`config.mk`:
```
export PLATFORM = sky130hd
export DESIGN_NAME = telemetry_frame_unstuff_decoder
export DESIGN_NICKNAME = d
export VERILOG_FILES = /design/src/design/tfud_pkg.sv /design/src/design/tfud_front.sv /design/src/design/tfud_queue.sv /design/src/design/tfud_back.sv /design/src/design/telemetry_frame_unstuff_decoder.sv
export SDC_FILE = /design/constraint.sdc
export NUM_CORES = 1
export LEC_CHECK = 0
export ABC_AREA = 1
export BUFFER_PORTS_ARGS = -buffer_cell sky130_fd_sc_hd__buf_4
export CORE_MARGIN = 2
export CORE_UTILIZATION = 48
export CTS_CLUSTER_DIAMETER = 50
export DETAILED_ROUTE_END_ITERATION = 10
export PLACE_DENSITY = 0.74
export SYNTH_ARGS = -nofsm -noshare
export SYNTH_HDL_FRONTEND = slang
export SYNTH_SLANG_ARGS = --single-unit
```
`constraint.sdc`:
```
create_clock -name clk -period 12.7 [get_ports clk]
set_clock_uncertainty 0.2 [all_clocks]
set_input_delay 0 -clock clk [delete_from_list [all_inputs] [get_ports clk]]
set_output_delay 0 -clock clk [all_outputs]
set_load 0.1 [all_outputs]
```
`src/design/tfud_pkg.sv`:
```
`timescale 1ns / 1ps
// ----------------------------------------------------------------------------
// tfud_pkg
// shared types and constants of the telemetry frame unstuff decoder
// ----------------------------------------------------------------------------
package tfud_pkg;

	localparam int unsigned RAW_LEN   = 8;
	localparam int unsigned CNT_W     = 4;
	localparam int unsigned CFG_IDX_W = 2;
	localparam int unsigned CFG_W     = 8;

	localparam logic [7:0] ESC_XOR           = 8'h20;
	localparam logic [7:0] FRAME_TYPE_RESET  = 8'd16;
	localparam logic [7:0] ESCAPE_BYTE_RESET = 8'd125;

	localparam logic [CFG_IDX_W-1:0] REG_FRAME_TYPE  = 2'd0;
	localparam logic [CFG_IDX_W-1:0] REG_ESCAPE_BYTE = 2'd1;

	// one classified beat handed from front to back
	typedef struct packed {
		logic       raw;   // data is an unstuffed raw byte to be kept
		logic [7:0] data;
		logic       last;  // final beat of the frame
		logic       hang;  // escape left pending at the final beat
	} tfud_entry_t;

	// end-around-carry add of one byte into the checksum accumulator
	function automatic logic [7:0] eac_add(input logic [7:0] acc, input logic [7:0] b);
		logic [8:0] s;
		s = {1'b0, acc} + {1'b0, b};
		return s[7:0] + {7'd0, s[8]};
	endfunction

endpackage

```
`src/design/tfud_front.sv`:
```
`timescale 1ns / 1ps
// ----------------------------------------------------------------------------
// tfud_front
// accepts received bytes, strips escapes and classifies each beat
// ----------------------------------------------------------------------------
module tfud_front (
	input  logic                 clk,
	input  logic                 arst_n,
	input  logic [7:0]           escape_byte,
	input  logic                 in_valid,
	input  logic [7:0]           in_byte,
	input  logic                 in_last,
	input  logic                 q_full,
	output logic                 in_ready,
	output logic                 push,
	output tfud_pkg::tfud_entry_t push_entry
);
	import tfud_pkg::*;

	logic [CNT_W-1:0] count_q;
	logic             pending_q;
	logic [CNT_W-1:0] count_nx;
	logic             pending_nx;
	logic             raw;
	logic [7:0]       data;

	assign in_ready = !q_full;
	assign push     = in_valid && in_ready;

	always_comb begin
		raw        = 1'b0;
		data       = in_byte;
		count_nx   = count_q;
		pending_nx = pending_q;
		if (count_q < CNT_W'(RAW_LEN)) begin
			if (pending_q) begin
				raw        = 1'b1;
				data       = in_byte ^ ESC_XOR;
				count_nx   = count_q + 1'b1;
				pending_nx = 1'b0;
			end else if (in_byte == escape_byte) begin
				pending_nx = 1'b1;
			end else begin
				raw      = 1'b1;
				count_nx = count_q + 1'b1;
			end
		end
	end

	assign push_entry = '{raw: raw, data: data, last: in_last, hang: pending_nx};

	always_ff @(posedge clk or negedge arst_n) begin
		if (!arst_n) begin
			count_q   <= '0;
			pending_q <= 1'b0;
		end else if (push) begin
			if (in_last) begin
				count_q   <= '0;
				pending_q <= 1'b0;
			end else begin
				count_q   <= count_nx;
				pending_q <= pending_nx;
			end
		end
	end

endmodule

```
`src/design/tfud_queue.sv`:
```
`timescale 1ns / 1ps
// ----------------------------------------------------------------------------
// tfud_queue
// short fifo of classified beats between front and back
// ----------------------------------------------------------------------------
module tfud_queue #(
	parameter int unsigned DEPTH = 4
) (
	input  logic                  clk,
	input  logic                  arst_n,
	input  logic                  push,
	input  tfud_pkg::tfud_entry_t push_entry,
	input  logic                  pop,
	output tfud_pkg::tfud_entry_t head,
	output logic                  empty,
	output logic                  full
);
	import tfud_pkg::*;

	localparam int unsigned PTR_W = (DEPTH > 1) ? $clog2(DEPTH) : 1;
	localparam int unsigned LVL_W = $clog2(DEPTH + 1);

	tfud_entry_t      mem_q [DEPTH];
	logic [PTR_W-1:0] wr_ptr_q;
	logic [PTR_W-1:0] rd_ptr_q;
	logic [LVL_W-1:0] level_q;

	assign empty = (level_q == '0);
	assign full  = (level_q == LVL_W'(DEPTH));
	assign head  = mem_q[rd_ptr_q];

	function automatic logic [PTR_W-1:0] ptr_inc(input logic [PTR_W-1:0] p);
		return (p == PTR_W'(DEPTH - 1)) ? '0 : p + 1'b1;
	endfunction

	always_ff @(posedge clk) begin
		if (push) begin
			mem_q[wr_ptr_q] <= push_entry;
		end
	end

	always_ff @(posedge clk or negedge arst_n) begin
		if (!arst_n) begin
			wr_ptr_q <= '0;
			rd_ptr_q <= '0;
			level_q  <= '0;
		end else begin
			if (push) begin
				wr_ptr_q <= ptr_inc(wr_ptr_q);
			end
			if (pop) begin
				rd_ptr_q <= ptr_inc(rd_ptr_q);
			end
			if (push && !pop) begin
				level_q <= level_q + 1'b1;
			end else if (pop && !push) begin
				level_q <= level_q - 1'b1;
			end
		end
	end

	a_no_overflow: assert property (@(posedge clk) disable iff (!arst_n)
		full |-> !push)
		else $error("push into full queue");

	a_no_underflow: assert property (@(posedge clk) disable iff (!arst_n)
		empty |-> !pop)
		else $error("pop from empty queue");

	a_level_bound: assert property (@(posedge clk) disable iff (!arst_n)
		level_q <= LVL_W'(DEPTH))
		else $error("queue level beyond depth");

endmodule

```
`src/design/tfud_back.sv`:
```
`timescale 1ns / 1ps
// ----------------------------------------------------------------------------
// tfud_back
// collects raw bytes, runs the checksum and forms the frame result
// ----------------------------------------------------------------------------
module tfud_back (
	input  logic                  clk,
	input  logic                  arst_n,
	input  logic [7:0]            frame_type_byte,
	input  logic                  q_empty,
	input  tfud_pkg::tfud_entry_t head,
	output logic                  pop,
	output logic                  out_valid,
	input  logic                  out_ready,
	output logic                  frame_ok,
	output logic [15:0]           sensor_id,
	output logic [31:0]           sensor_value
);
	import tfud_pkg::*;

	localparam int unsigned IDX_W = $clog2(RAW_LEN);

	logic [7:0]       store_q [RAW_LEN];
	logic [CNT_W-1:0] count_q;
	logic [7:0]       acc_q;
	logic             valid_q;
	logic             ok_q;
	logic [15:0]      id_q;
	logic [31:0]      value_q;

	logic             wr;
	logic [IDX_W-1:0] idx;
	logic [CNT_W-1:0] count_nx;
	logic [7:0]       byte7;
	logic             ok;

	// a final beat needs a free result slot; other beats always drain
	assign pop = !q_empty && (!head.last || !valid_q || out_ready);
	assign wr  = pop && head.raw;
	assign idx = count_q[IDX_W-1:0];
	assign count_nx = wr ? count_q + 1'b1 : count_q;

	// the eighth raw byte may arrive on the final beat itself
	assign byte7 = (wr && idx == IDX_W'(RAW_LEN - 1)) ? head.data : store_q[RAW_LEN-1];
	assign ok = (count_nx == CNT_W'(RAW_LEN)) && !head.hang &&
		(store_q[0] == frame_type_byte) && (byte7 == ~acc_q);

	always_ff @(posedge clk) begin
		if (wr) begin
			store_q[idx] <= head.data;
		end
		if (pop && head.last) begin
			ok_q    <= ok;
			id_q    <= ok ? {store_q[2], store_q[1]} : 16'd0;
			value_q <= ok ? {store_q[6], store_q[5], store_q[4], store_q[3]} : 32'd0;
		end
	end

	always_ff @(posedge clk or negedge arst_n) begin
		if (!arst_n) begin
			count_q <= '0;
			acc_q   <= '0;
			valid_q <= 1'b0;
		end else begin
			if (valid_q && out_ready) begin
				valid_q <= 1'b0;
			end
			if (pop) begin
				if (head.last) begin
					count_q <= '0;
					acc_q   <= '0;
					valid_q <= 1'b1;
				end else begin
					count_q <= count_nx;
					if (wr && idx != IDX_W'(RAW_LEN - 1)) begin
						acc_q <= eac_add(acc_q, head.data);
					end
				end
			end
		end
	end

	assign out_valid    = valid_q;
	assign frame_ok     = ok_q;
	assign sensor_id    = id_q;
	assign sensor_value = value_q;

	a_count_bound: assert property (@(posedge clk) disable iff (!arst_n)
		count_q <= CNT_W'(RAW_LEN))
		else $error("raw count beyond frame length");

	a_fail_zero: assert property (@(posedge clk) disable iff (!arst_n)
		(valid_q && !ok_q) |-> (id_q == 16'd0 && value_q == 32'd0))
		else $error("failed frame carries nonzero payload");

	a_no_overwrite: assert property (@(posedge clk) disable iff (!arst_n)
		(pop && head.last) |-> (!valid_q || out_ready))
		else $error("result slot overwritten before taken");

	a_full_no_write: assert property (@(posedge clk) disable iff (!arst_n)
		(count_q == CNT_W'(RAW_LEN)) |-> !wr)
		else $error("raw byte written past frame length");

endmodule

```
`src/design/telemetry_frame_unstuff_decoder.sv`:
```
`timescale 1ns / 1ps
// ----------------------------------------------------------------------------
// telemetry_frame_unstuff_decoder
// unstuffs a received telemetry frame and checks type and checksum
// ----------------------------------------------------------------------------
// Input stream s_*: one received byte per beat in s_tdata, s_tlast on the
// final byte of the frame. Output stream m_*: one result beat per frame,
// given after the final byte, with frame_ok, sensor id and sensor value.
// Configuration: cfg_we writes cfg_data into register cfg_index (0 is the
// frame type byte, 1 the escape byte); write only while no frame is in flight.
// A front stage strips escapes and classifies each byte, a queue of
// QUEUE_DEPTH beats decouples it from a back stage that stores raw bytes,
// keeps the checksum and forms the result in an output register.
// Throughput: one input byte per cycle while s_tready is high. The result of a
// final byte passes through the queue and then the output register.
// When m_tready is low the result is held; bytes keep draining into the back
// stage until the next final byte reaches the queue head, then the queue
// fills and s_tready drops. Reset clears the frame state, the queue and the
// output valid flag and restores both configuration registers.
// ----------------------------------------------------------------------------
module telemetry_frame_unstuff_decoder #(
	parameter int unsigned QUEUE_DEPTH = 4
) (
	input  logic                           clk,
	input  logic                           arst_n,
	input  logic                           cfg_we,
	input  logic [tfud_pkg::CFG_IDX_W-1:0] cfg_index,
	input  logic [tfud_pkg::CFG_W-1:0]     cfg_data,
	input  logic                           s_tvalid,
	output logic                           s_tready,
	input  logic [7:0]                     s_tdata,   // [7:0] rx_byte
	input  logic                           s_tlast,   // frame_end
	output logic                           m_tvalid,
	input  logic                           m_tready,
	output logic [55:0]                    m_tdata    // [0] frame_ok, [16:1] sensor_id,
	                                                  // [48:17] sensor_value, rest zero
);
	import tfud_pkg::*;

	logic [7:0]  frame_type_q;
	logic [7:0]  escape_q;
	logic        push;
	logic        pop;
	logic        q_empty;
	logic        q_full;
	tfud_entry_t push_entry;
	tfud_entry_t head;
	logic        frame_ok;
	logic [15:0] sensor_id;
	logic [31:0] sensor_value;

	always_ff @(posedge clk or negedge arst_n) begin
		if (!arst_n) begin
			frame_type_q <= FRAME_TYPE_RESET;
			escape_q     <= ESCAPE_BYTE_RESET;
		end else if (cfg_we) begin
			unique case (cfg_index)
				REG_FRAME_TYPE:  frame_type_q <= cfg_data;
				REG_ESCAPE_BYTE: escape_q     <= cfg_data;
				default: ;
			endcase
		end
	end

	tfud_front u_front (
		.clk        (clk),
		.arst_n     (arst_n),
		.escape_byte(escape_q),
		.in_valid   (s_tvalid),
		.in_byte    (s_tdata),
		.in_last    (s_tlast),
		.q_full     (q_full),
		.in_ready   (s_tready),
		.push       (push),
		.push_entry (push_entry)
	);

	tfud_queue #(
		.DEPTH(QUEUE_DEPTH)
	) u_queue (
		.clk       (clk),
		.arst_n    (arst_n),
		.push      (push),
		.push_entry(push_entry),
		.pop       (pop),
		.head      (head),
		.empty     (q_empty),
		.full      (q_full)
	);

	tfud_back u_back (
		.clk            (clk),
		.arst_n         (arst_n),
		.frame_type_byte(frame_type_q),
		.q_empty        (q_empty),
		.head           (head),
		.pop            (pop),
		.out_valid      (m_tvalid),
		.out_ready      (m_tready),
		.frame_ok       (frame_ok),
		.sensor_id      (sensor_id),
		.sensor_value   (sensor_value)
	);

	assign m_tdata = {7'd0, sensor_value, sensor_id, frame_ok};

endmodule

```
==> results of run 1 <==
[through the flow]
step                utilization, %  cell area [um2]  hold slack, ps  setup WS [ps]
finish                        58.1            10400             129           8030
global route                  58.1            10400             122           7580
CTS                           58.1            10400             110           8030
detailed placement            53.0             9520            -161           8060
global placement              53.0             9520            -170           8250
floorplan                        -             8810            -496           8440
[how the worst max path moves through the flow]
stage	from	endpoint	cells past startpoint
detailed placement	u_queue.rd_ptr_q[0]	u_back.acc_q[6]	23
CTS	u_queue.rd_ptr_q[0]	u_back.acc_q[6]	23
global placement	u_queue.rd_ptr_q[0]	u_back.acc_q[6]	23
floorplan	u_back.out_valid	u_back.acc_q[2]	9
finish	u_queue.rd_ptr_q[0]	u_back.acc_q[6]	23
global route	u_queue.rd_ptr_q[0]	u_back.acc_q[6]	23
[registers in the layout, summed over array words and instances, names as in the netlist]
name / flops
u_back.store_q: 64
u_queue.mem_q: 44
u_back.sensor_value: 32
u_back.sensor_id: 16
escape_q: 8
frame_type_q: 8
u_back.acc_q: 8
u_back.count_q: 4
u_front.count_q: 4
u_queue.level_q: 3
u_queue.rd_ptr_q: 2
u_queue.wr_ptr_q: 2
u_back.frame_ok: 1
u_back.out_valid: 1
u_front.pending_q: 1
[metal layers]
layer	global-route usage [%]	part of all wire (%)
met5	0	0
met4	5.85	1.5
met3	3.72	4.8
met2	31.7	50
met1	24.2	44
[final cells by class]
| cell class | count | share of cell area, % |
|---|---|---|
| Sequential cell | 198 | 55.1 |
| Clock inverter | 15 | 1.47 |
| Clock buffer | 17 | 4.07 |
| Multi-Input combinational cell | 426 | 22.9 |
| Tap cell | 229 | 2.74 |
| Timing Repair Buffer | 113 | 9.01 |
| Inverter | 132 | 4.74 |
[cell usage in the layout (no fill, tap or decap), drive strengths merged]
cell,n
clkinvlp,2
o31ai,1
dlygate4sd3,32
and3,1
nand2,139
a21o,1
edfxtp,157
clkinv,5
o22ai,6
conb,7
dfstp,7
nand3b,1
o21ai,52
buf,81
o211ai,2
clkbuf,17
nor2,53
nor3,50
dfrtp,34
a21oi,8
ha,19
nand3,41
nand4,11
nor4,1
or2,6
o21bai,2
inv,140
xor2,10
xnor2,12
fa,2
mux2i,1
[cell families (layout without fill, tap and decap cells)]
family	after synthesis	count (layout)	share of synthesized area, %
flops	198	198	65.4
other cells	1	7	0.0427
mux	1	1	0.114
buf+inv	160	277	7.77
xor+xnor	22	22	2.19
compound gates	72	72	4.36
fa+ha+maj	21	21	3.16
simple gates	303	303	16.9
==> impl_results.rst, run 1 <==
.. list-table::
   :header-rows: 1

   * - Metric
     - Value
   * - Count of yosys warnings during synthesis
     - 0
   * - Chain of cells forming the critical path
     - inv_2 -> o21ai_0 -> o22ai_1 -> ha_1 -> fa_1 -> nand2_1 -> nand2_1 -> nand2_1 -> nand2_1 -> nand2_1 -> nand2_1 -> a21oi_1 -> or2_2 -> nand2_1 -> a21o_1 -> ha_1 -> ha_1 -> nand3_1 -> or2_2 -> nor2_1 -> nand2_1 -> nand3_1 -> o21ai_0
   * - Floorplan Core Area
     - 18000 um2
   * - Worst slew pin tran
     - 1110 ps
   * - Most instantiated flip-flop cell in the synthesis netlist
     - edfxtp_1
   * - Placed Cells
     - 1065
   * - Initial antenna violation count
     - 0
   * - Syn Inst Count
     - 778
   * - Initial core utilization
     - 48.9%
   * - Most frequent CP cell
     - nand2_1
   * - Maximum number of pins on one net before global-route repair
     - 52
   * - Routed wire length
     - 17500 um
   * - Share of synthesized area occupied by flip-flops and latches
     - 65.4%
   * - Half-perimeter wire length after detailed placement
     - 11200 um
   * - Worst r2r dst
     - u_back.acc_q[6]
   * - Layout filler cell count
     - 1433
   * - Launching element type of the critical path
     - register
   * - Ratio of routed vias to standard cells
     - 5.05
   * - Final nets
     - 933
   * - Fin crit share
     - 36.8%
   * - Average routed wire per standard cell
     - 15.5 um
   * - Buffers inserted during post-CTS setup optimization
     - 0
   * - Detailed-route DRC error count
     - 0
   * - Logic depth of the worst register-to-register path
     - 23
   * - Clock insertion delay at the later pin of the skew report
     - 430 ps
   * - Mean post-synth cell area
     - 11.3 um2
   * - Area taken by multi-input logic gates
     - 2390 um2
   * - EDFF count, synth
     - 157
   * - Max-capacitance violation count
     - 0
   * - Max-slew violation count
     - 0
   * - Arrival @ worst endpoint
     - 4780 ps
   * - Number of CTS-inserted buffers
     - 17
   * - Clock tree from TritonCTS
     - built
   * - First DRT Iteration DRCs
     - 483
   * - Launch point of the worst reg-to-reg path
     - u_queue.rd_ptr_q[0]
   * - Detailed-route via count
     - 5709
   * - Top cell type by total area after synthesis
     - edfxtp_1
   * - Rows
     - 49
   * - Via count of the first global-routing pass
     - 5596
   * - GR Overflow Total
     - 0
   * - Number of cells on the worst hold path
     - 2
   * - Final weighted congestion of routability-driven global placement
     - 0.822
   * - Top cell type's share of synthesized area
     - 53.6%
   * - Number of synthesized register bits
     - 198
   * - Beginning of the worst hold path
     - s_tdata[3]
   * - Headroom to the max-slew limit
     - 25.6%
   * - Top post-synthesis cells by count
     - edfxtp_1, nand2_1, inv_1, nor2_1, o21ai_0
   * - Horizontal extent of the die
     - 139 um
   * - Floorplan die height
     - 139 um
   * - Post-route insts no fill
     - 1130
   * - Mapped cell area
     - 8790 um2
   * - Clock transition at path regs
     - 70 ps
   * - Status
     - complete, no violations
   * - Remaining antenna violation count after routing
     - 0
   * - Total negative setup slack
     - 0 ps
   * - Endpoint, Worst Hold
     - u_queue.mem_q[0][5]
   * - Share of cells above drive strength 1
     - 17.8%
   * - Worst setup path class
     - register to register
   * - # diodes
     - 0
   * - Crit-path leading delay family
     - simple AND/OR/NAND/NOR gates
   * - F_max
     - 0.214 GHz
   * - Min-delay worst type
     - input pin to register
   * - Crit path capture type
     - register
   * - Number of endpoints failing setup at the final stage
     - 0
   * - R2R setup slack
     - 8030 ps
   * - Peak per-stage delay on the critical path
     - 670 ps
   * - Top area cells in the synthesized netlist
     - edfxtp_1, dfrtp_1, nand2_1, inv_1, o21ai_0
   * - Critical Path Fanout Max
     - 27
   * - Setup repair after global routing missed its margin
     - false
   * - H-tree lvl count
     - 4
   * - Number of sinks on the clock net
     - 198
   * - Count of boundary I/O pins
     - 82
   * - Cell variety after synth
     - 40
   * - Root buffer cell
     - clkbuf_16
   * - Req. time, crit path
     - 12810 ps
   * - Worst path slowest cell
     - dfrtp_1
   * - Die Area
     - 19400 um2
   * - Final critical-path required period
     - 4670 ps
   * - Post-cts sizing count
     - 0
   * - Wire length of the first global-routing pass
     - 28200 um
   * - Buffer and inverter count on the worst path
     - 1
   * - Hold-fix buffers, CTS
     - 33
   * - Post-synth ARST share
     - 20.7%
   * - First-pass DRT Iterations
     - 5
   * - Footprint of the flip-flops and latches
     - 5750 um2
   * - Total Routing Usage GR
     - 18.6%
   * - Number of hold violations in the final report
     - 0
   * - Bufs on Longest Clock Path
     - 2
   * - Number of port buffers
     - 74
   * - Count leader, synth
     - edfxtp_1
   * - Area growth from synthesis to final layout
     - 18.8%
Power of run 1 is not shown: default switching activity piles up to over one toggle a cycle in this logic, so the estimate is an artifact.
==> inputs of run 2 (changes only) <==
ABC_AREA = 0   (was 1)
PLACE_DENSITY = 0.76   (was 0.74)
clock period = 4.23 ns   (was 12.7 ns; I/O delays follow)
==> impl_results.rst, run 2 <==
.. list-table::
   :header-rows: 1

   * - Metric
     - Value
   * - Count of boundary I/O pins
     - 82 (unchanged)
   * - Post-cts sizing count
     - 0 (unchanged)
   * - First DRT Iteration DRCs
     - 400 (-17%)
   * - Clock tree from TritonCTS
     - built
   * - Launching element type of the critical path
     - register
   * - Half-perimeter wire length after detailed placement
     - 12300 um (+10%)
   * - Buffer and inverter count on the worst path
     - 0 (-1)
   * - Fin crit share
     - 93.3% (+57 points)
   * - Placed Cells
     - 889 (-17%)
   * - Layout filler cell count
     - 1329 (-7.3%)
   * - Most common library cell in the layout ignoring fill and taps
     - edfxtp_1
   * - Floorplan Core Area
     - 18100 um2 (+0.68%)
   * - Setup repair after global routing missed its margin
     - false
   * - Final weighted congestion of routability-driven global placement
     - 0.819 (-0.41%)
   * - Detailed-route via count
     - 5694 (-0.26%)
   * - Number of sinks on the clock net
     - 198 (unchanged)
   * - Via count of the first global-routing pass
     - 5668 (+1.3%)
   * - Top post-synthesis cells by count
     - edfxtp_1, o2111ai_1, nor4_1, dfrtp_1, nand2_1
   * - Crit-path leading delay family
     - compound AO/OA/AOI/OAI gates
   * - Rows
     - 49 (unchanged)
   * - Buffers inserted during post-CTS setup optimization
     - 0 (unchanged)
   * - Average routed wire per standard cell
     - 19.8 um (+28%)
   * - Most frequent CP cell
     - ha_1
   * - Timing startpoint of the critical path
     - u_queue.rd_ptr_q[0]
   * - Clock transition at path regs
     - 60 ps (about the same)
   * - Clock insertion delay at the later pin of the skew report
     - 440 ps (about the same)
   * - Final nets
     - 753 (-19%)
   * - Final critical-path required period
     - 3950 ps (-720 ps)
   * - Initial core utilization
     - 49.3% (+0.41 points)
   * - Number of endpoints failing setup at the final stage
     - 0 (unchanged)
   * - Initial antenna violation count
     - 0 (unchanged)
   * - Number of port buffers
     - 74 (unchanged)
   * - Syn Inst Count
     - 612 (-21%)
   * - Bufs on Longest Clock Path
     - 2 (unchanged)
   * - Maximum number of pins on one net before global-route repair
     - 51 (-1.9%)
   * - Worst setup path class
     - register to register
   * - Largest register FFs
     - 64 (unchanged)
   * - Top cell type by total area after synthesis
     - edfxtp_1
   * - Wire length of the first global-routing pass
     - 30200 um (+7.0%)
   * - Top reg by flops
     - u_back.store_q
   * - Max-slew violation count
     - 0 (unchanged)
   * - Cell variety after synth
     - 61 (+53%)
   * - Root buffer cell
     - clkbuf_16
   * - Arrival @ worst endpoint
     - 4080 ps (-700 ps)
   * - Beginning of the worst hold path
     - cfg_we
   * - Horizontal extent of the die
     - 140 um (+0.74%)
   * - Number of CTS-inserted buffers
     - 17 (unchanged)
   * - Number of hold violations in the final report
     - 0 (unchanged)
   * - Mapped cell area
     - 8920 um2 (+1.5%)
   * - Die Area
     - 19700 um2 (+1.5%)
   * - Remaining antenna violation count after routing
     - 0 (unchanged)
   * - Total negative setup slack
     - 0 ps (unchanged)
   * - Top area cells in the synthesized netlist
     - edfxtp_1, dfrtp_1, o2111ai_1, nor4_1, mux4_2
   * - Status
     - complete, no violations
   * - Critical Path Fanout Max
     - 7 (-74%)
   * - Share of synthesized area occupied by flip-flops and latches
     - 64.4% (-0.98 points)
   * - GR Overflow Total
     - 0 (unchanged)
   * - EDFF count, synth
     - 157 (unchanged)
   * - Min-delay worst type
     - input pin to register
   * - H-tree lvl count
     - 4 (unchanged)
   * - Floorplan die height
     - 140 um (+0.74%)
   * - F_max
     - 0.253 GHz (+18%)
   * - Chain of cells forming the critical path
     - mux4_2 -> ha_1 -> fa_1 -> a21o_1 -> a311oi_1 -> o21bai_1 -> a21o_1 -> ha_1 -> ha_1 -> nand2_1 -> nor3_1 -> o2111ai_1 -> xor2_1 -> a22o_1
   * - Count leader, synth
     - edfxtp_1
   * - Max-capacitance violation count
     - 0 (unchanged)
   * - Ratio of routed vias to standard cells
     - 5.99 (+19%)
   * - Top cell type's share of synthesized area
     - 52.8% (-0.80 points)
   * - Peak per-stage delay on the critical path
     - 570 ps (-100 ps)
   * - Number of synthesized register bits
     - 198 (unchanged)
   * - Most instantiated flip-flop cell in the synthesis netlist
     - edfxtp_1
   * - Headroom to the max-slew limit
     - 43.5% (+18 points)
   * - Post-route insts no fill
     - 950 (-16%)
   * - Area growth from synthesis to final layout
     - 18.3%
   * - Worst slew pin tran
     - 845 ps (-267 ps)
   * - Detailed-route DRC error count
     - 0 (unchanged)
   * - Mean post-synth cell area
     - 14.6 um2 (+29%)
   * - Crit path capture type
     - register
   * - # diodes
     - 0 (unchanged)
   * - First-pass DRT Iterations
     - 4 (-1)
   * - Launch point of the worst reg-to-reg path
     - u_queue.rd_ptr_q[0]
   * - Total Routing Usage GR
     - 19.9% (+1.2 points)
   * - Routed wire length
     - 18800 um (+7.8%)
   * - Worst path slowest cell
     - dfrtp_1
   * - Req. time, crit path
     - 4360 ps (-8450 ps)
   * - Share of cells above drive strength 1
     - 24.5% (+6.8 points)
   * - Commonest non-fill, non-tap cells in the layout
     - edfxtp_1, buf_4, o2111ai_1
   * - Count of yosys warnings during synthesis
     - 0 (unchanged)
   * - Post-synth ARST share
     - 20.7% (unchanged)
## run 2: worst paths after layout
path,depth (start not counted),to,slack [ps]
setup / recovery,14,u_back.acc_q[6],280
hold / removal,3,escape_q[1],20
setup reg to reg,14,u_back.acc_q[6],280
hold reg to reg,1,u_queue.level_q[2],320
max in group asynchronous,4,u_back.count_q[0],3130
min in group asynchronous,3,escape_q[5],480
## run 2: repair_timing
item                                    4_1_cts  5_1_grt
endpoints found under the setup margin        0        0
endpoints found under the hold margin       102        0
hold buffers                                 29        0
## run 2: kinds of logic (layout without fill, tap and decap cells)
kind of cell | after synthesis | after routing | share of synthesized area, %
xor gates and xnor gates | 29 | 29 | 2.85
muxes | 29 | 29 | 5.03
buffers and inverters | 62 | 165 | 3.62
adders and majority gates | 21 | 21 | 3.11
AOI/OAI and AO/OA | 115 | 115 | 10.1
and+or+nand+nor | 157 | 157 | 10.8
DFF | 198 | 198 | 64.4
other | 1 | 7 | 0.0420
## run 2: layout make-up
type / instances / area [um2] / share of cell area [%]
well taps: 229 / 287 / 2.72
inverters: 10 / 37.5 / 0.356
clock inverters: 9 / 100 / 0.949
repair buffers: 123 / 1010 / 9.53
multi-input cells: 358 / 2900 / 27.4
flip-flops and latches: 198 / 5750 / 54.5
clock buffers: 23 / 478 / 4.53
## run 2: through the flow
step | hold WS, ps | utilization [%] | cell area (um2) | worst slack (ps)
floorplan | -496 | - | 8940 | 415
global placement | -187 | 53.5 | 9670 | 333
detailed placement | -172 | 53.5 | 9670 | 280
CTS | 2.33 | 58.3 | 10600 | 288
global route | 48.4 | 58.3 | 10600 | 39.7
finish | 17.6 | 58.3 | 10600 | 282
## run 2: routing by layer
| layer | global-route usage, % | routed length (um) | up-vias |
|---|---|---|---|
| met1 | 25.1 | 7920 | 2847 |
| met2 | 34.6 | 9660 | 178 |
| met3 | 4.55 | 969 | 29 |
| met4 | 5.48 | 274 | 0 |
| met5 | 0 | 0 | - |
| li1 | - | - | 2640 |
## run 2: worst min-delay path: stages
cell and delay, ps:
buf_4 120, nand3b_1 290, mux2_2 210
Power of run 2 is left out for the same reason.
==> inputs of run 3 (changes only) <==
CORE_UTILIZATION = 40   (was 48)
CTS_BUF_LIST = sky130_fd_sc_hd__clkbuf_2   (was not set)
PLACE_DENSITY = 0.67   (was 0.76)
==> impl_results.rst, run 3 (synthesis results as in run 2) <==
.. list-table::
   :header-rows: 1

   * - Metric
     - Value
   * - Post-cts sizing count
     - 0 (unchanged)
   * - Peak per-stage delay on the critical path
     - 660 ps (+90 ps)
   * - R2R setup slack
     - 380 ps (+100 ps)
   * - Post-route insts no fill
     - 1024 (+7.8%)
   * - Average routed wire per standard cell
     - 18.0 um (-9.2%)
   * - Beginning of the worst hold path
     - cfg_index[1]
   * - Root buffer cell
     - clkbuf_2
   * - Buffer and inverter count on the worst path
     - 1 (+1)
   * - Die Area
     - 23500 um2 (+19%)
   * - Half-perimeter wire length after detailed placement
     - 12700 um (+3.3%)
   * - Critical Path Fanout Max
     - 10 (+3)
   * - Number of endpoints failing setup at the final stage
     - 0 (unchanged)
   * - Number of hold violations in the final report
     - 0 (unchanged)
   * - Fin crit share
     - 91.0% (-2.4 points)
   * - Headroom to the max-slew limit
     - 22.9% (-21 points)
   * - Total Routing Usage GR
     - 15.9% (-3.9 points)
   * - Remaining antenna violation count after routing
     - 0 (unchanged)
   * - Launching element type of the critical path
     - register
   * - H-tree lvl count
     - 4 (unchanged)
   * - Top reg by flops
     - u_back.store_q
   * - Detailed-route via count
     - 5675 (-0.33%)
   * - Most Crowded Layer GR
     - met2
   * - Most frequent CP cell
     - ha_1
   * - Bufs on Longest Clock Path
     - 2 (unchanged)
   * - Area growth from synthesis to final layout
     - 17.5%
   * - Req. time, crit path
     - 4700 ps (+340 ps)
   * - Floorplan die height
     - 153 um (+9.3%)
   * - GR Layer Usage met3
     - 3.09% (-1.5 points)
   * - Post-Layout Inst Area
     - 10500 um2 (-0.69%)
   * - Worst slew pin tran
     - 1150 ps (+309 ps)
   * - Number of cells on the worst hold path
     - 4 (+1)
   * - Crit-path leading delay family
     - compound AO/OA/AOI/OAI gates
   * - Met1 track demand over resource
     - 21.2% (-3.9 points)
   * - Status
     - complete, no violations
   * - Horizontal extent of the die
     - 153 um (+9.3%)
   * - Min-delay worst type
     - input pin to register
   * - First-pass DRT Iterations
     - 5 (+1)
   * - Arrival @ worst endpoint
     - 4320 ps (+240 ps)
   * - Detailed-route DRC error count
     - 0 (unchanged)
   * - Max-capacitance violation count
     - 0 (unchanged)
   * - Crit path capture type
     - register
   * - Most common library cell in the layout ignoring fill and taps
     - edfxtp_1
   * - Maximum number of pins on one net before global-route repair
     - 50 (-2.0%)
   * - Logic depth of the worst register-to-register path
     - 14 (unchanged)
   * - Total negative setup slack
     - 0 ps (unchanged)
   * - Via count of the first global-routing pass
     - 5533 (-2.4%)
   * - Wire length of the first global-routing pass
     - 29500 um (-2.3%)
   * - Final core occ
     - 47.9% (-10 points)
   * - Largest register FFs
     - 64 (unchanged)
   * - Clock insertion delay at the later pin of the skew report
     - 750 ps (+310 ps)
   * - Endpoint, Worst Hold
     - frame_type_q[0]
   * - Chain of cells forming the critical path
     - buf_4 -> mux4_2 -> ha_1 -> a21o_1 -> a311oi_1 -> o21bai_1 -> a21o_1 -> ha_1 -> ha_1 -> nand2_1 -> nor3_1 -> o2111ai_1 -> xor2_1 -> a22o_1
   * - # diodes
     - 0 (unchanged)
   * - Count of boundary I/O pins
     - 82 (unchanged)
   * - Commonest non-fill, non-tap cells in the layout
     - edfxtp_1, buf_4, o2111ai_1
   * - Number of port buffers
     - 74 (unchanged)
   * - F_max
     - 0.260 GHz (+2.6%)
   * - Worst setup path class
     - register to register
   * - GR Overflow Total
     - 0 (unchanged)
   * - Clock transition at path regs
     - 290 ps (+230 ps)
   * - Met2 global-route usage
     - 26.7% (-7.8 points)
   * - Hold-fix buffers, CTS
     - 50 (+72%)
   * - Post-Place Cell Area
     - 9750 um2 (+0.81%)
   * - Clock tree from TritonCTS
     - built
   * - Ratio of routed vias to standard cells
     - 5.54 (-7.5%)
   * - Number of sinks on the clock net
     - 198 (unchanged)
   * - Share of cells above drive strength 1
     - 24.6% (+0.048 points)
   * - Initial antenna violation count
     - 0 (unchanged)
   * - Setup repair after global routing missed its margin
     - false
   * - Final weighted congestion of routability-driven global placement
     - 0.828 (+1.2%)
   * - Worst r2r dst
     - u_back.acc_q[6]
   * - Number of CTS-inserted buffers
     - 17 (unchanged)
   * - First DRT Iteration DRCs
     - 336 (-16%)
   * - Final critical-path required period
     - 3850 ps (-99.9 ps)
   * - Routed wire length
     - 18400 um (-2.1%)
   * - Launch point of the worst reg-to-reg path
     - u_queue.rd_ptr_q[0]
   * - Max-slew violation count
     - 0 (unchanged)
   * - Final nets
     - 776 (+3.1%)
   * - Floorplan Core Area
     - 21900 um2 (+21%)
   * - Placed Cells
     - 942 (+6.0%)
   * - Initial core utilization
     - 40.8% (-8.6 points)
   * - Buffers inserted during post-CTS setup optimization
     - 0 (unchanged)
   * - Worst path slowest cell
     - mux4_2
   * - Rows
     - 54 (+10%)
[run 3: changes by cell type in the layout (fill, tap and decap cells not counted), sizes merged]
cell,change
buf,+2
clkinv,+1
dlygate4sd3,+21
inv,+3
clkbuf,-6
bufinv,-2
clkinvlp,+4
[run 3: final cells by class]
type | instances | area [um2]
Multi-Input combinational cell | 358 | 2900
Sequential cell | 198 | 5750
Clock buffer | 17 | 85.1
Timing Repair Buffer | 146 | 1240
Inverter | 10 | 37.5
Clock inverter | 15 | 124
Tap cell | 280 | 350
Fill cell | 1930 | 11400
[run 3: per-layer routing]
metal	vias up	share of wire (%)
li1	2689	-
met1	2818	43
met2	146	50
met3	22	5.0
met4	0	1.5
met5	-	0
[run 3: worst max-delay path by stage]
stage,from,slack [ps],depth (start not counted),endpoint
floorplan,u_queue.rd_ptr_q[0],420,14,u_back.acc_q[6]
global route,u_queue.rd_ptr_q[0],70,14,u_back.acc_q[6]
CTS,u_queue.rd_ptr_q[0],360,14,u_back.acc_q[6]
detailed placement,u_queue.rd_ptr_q[0],360,14,u_back.acc_q[6]
finish,u_queue.rd_ptr_q[0],380,14,u_back.acc_q[6]
global placement,u_queue.rd_ptr_q[0],430,14,u_back.acc_q[6]
[run 3: per-stage QoR]
stage / hold WS (ps) / worst slack, ps
finish: 116 / 382
global route: 67.0 / 72.2
CTS: 22.1 / 356
detailed placement: -163 / 359
global placement: -181 / 432
floorplan: -496 / 415
[run 3: worst reg2reg max path: stages (launching register included)]
cell       delay [ps]
dfrtp_1           450
buf_4             230
mux4_2            660
ha_1              400
a21o_1            230
a311oi_1          360
o21bai_1          130
a21o_1            190
ha_1              210
ha_1              210
nand2_1            60
nor3_1             70
o2111ai_1         130
xor2_1            100
a22o_1            200
Power of run 3 is left out for the same reason.
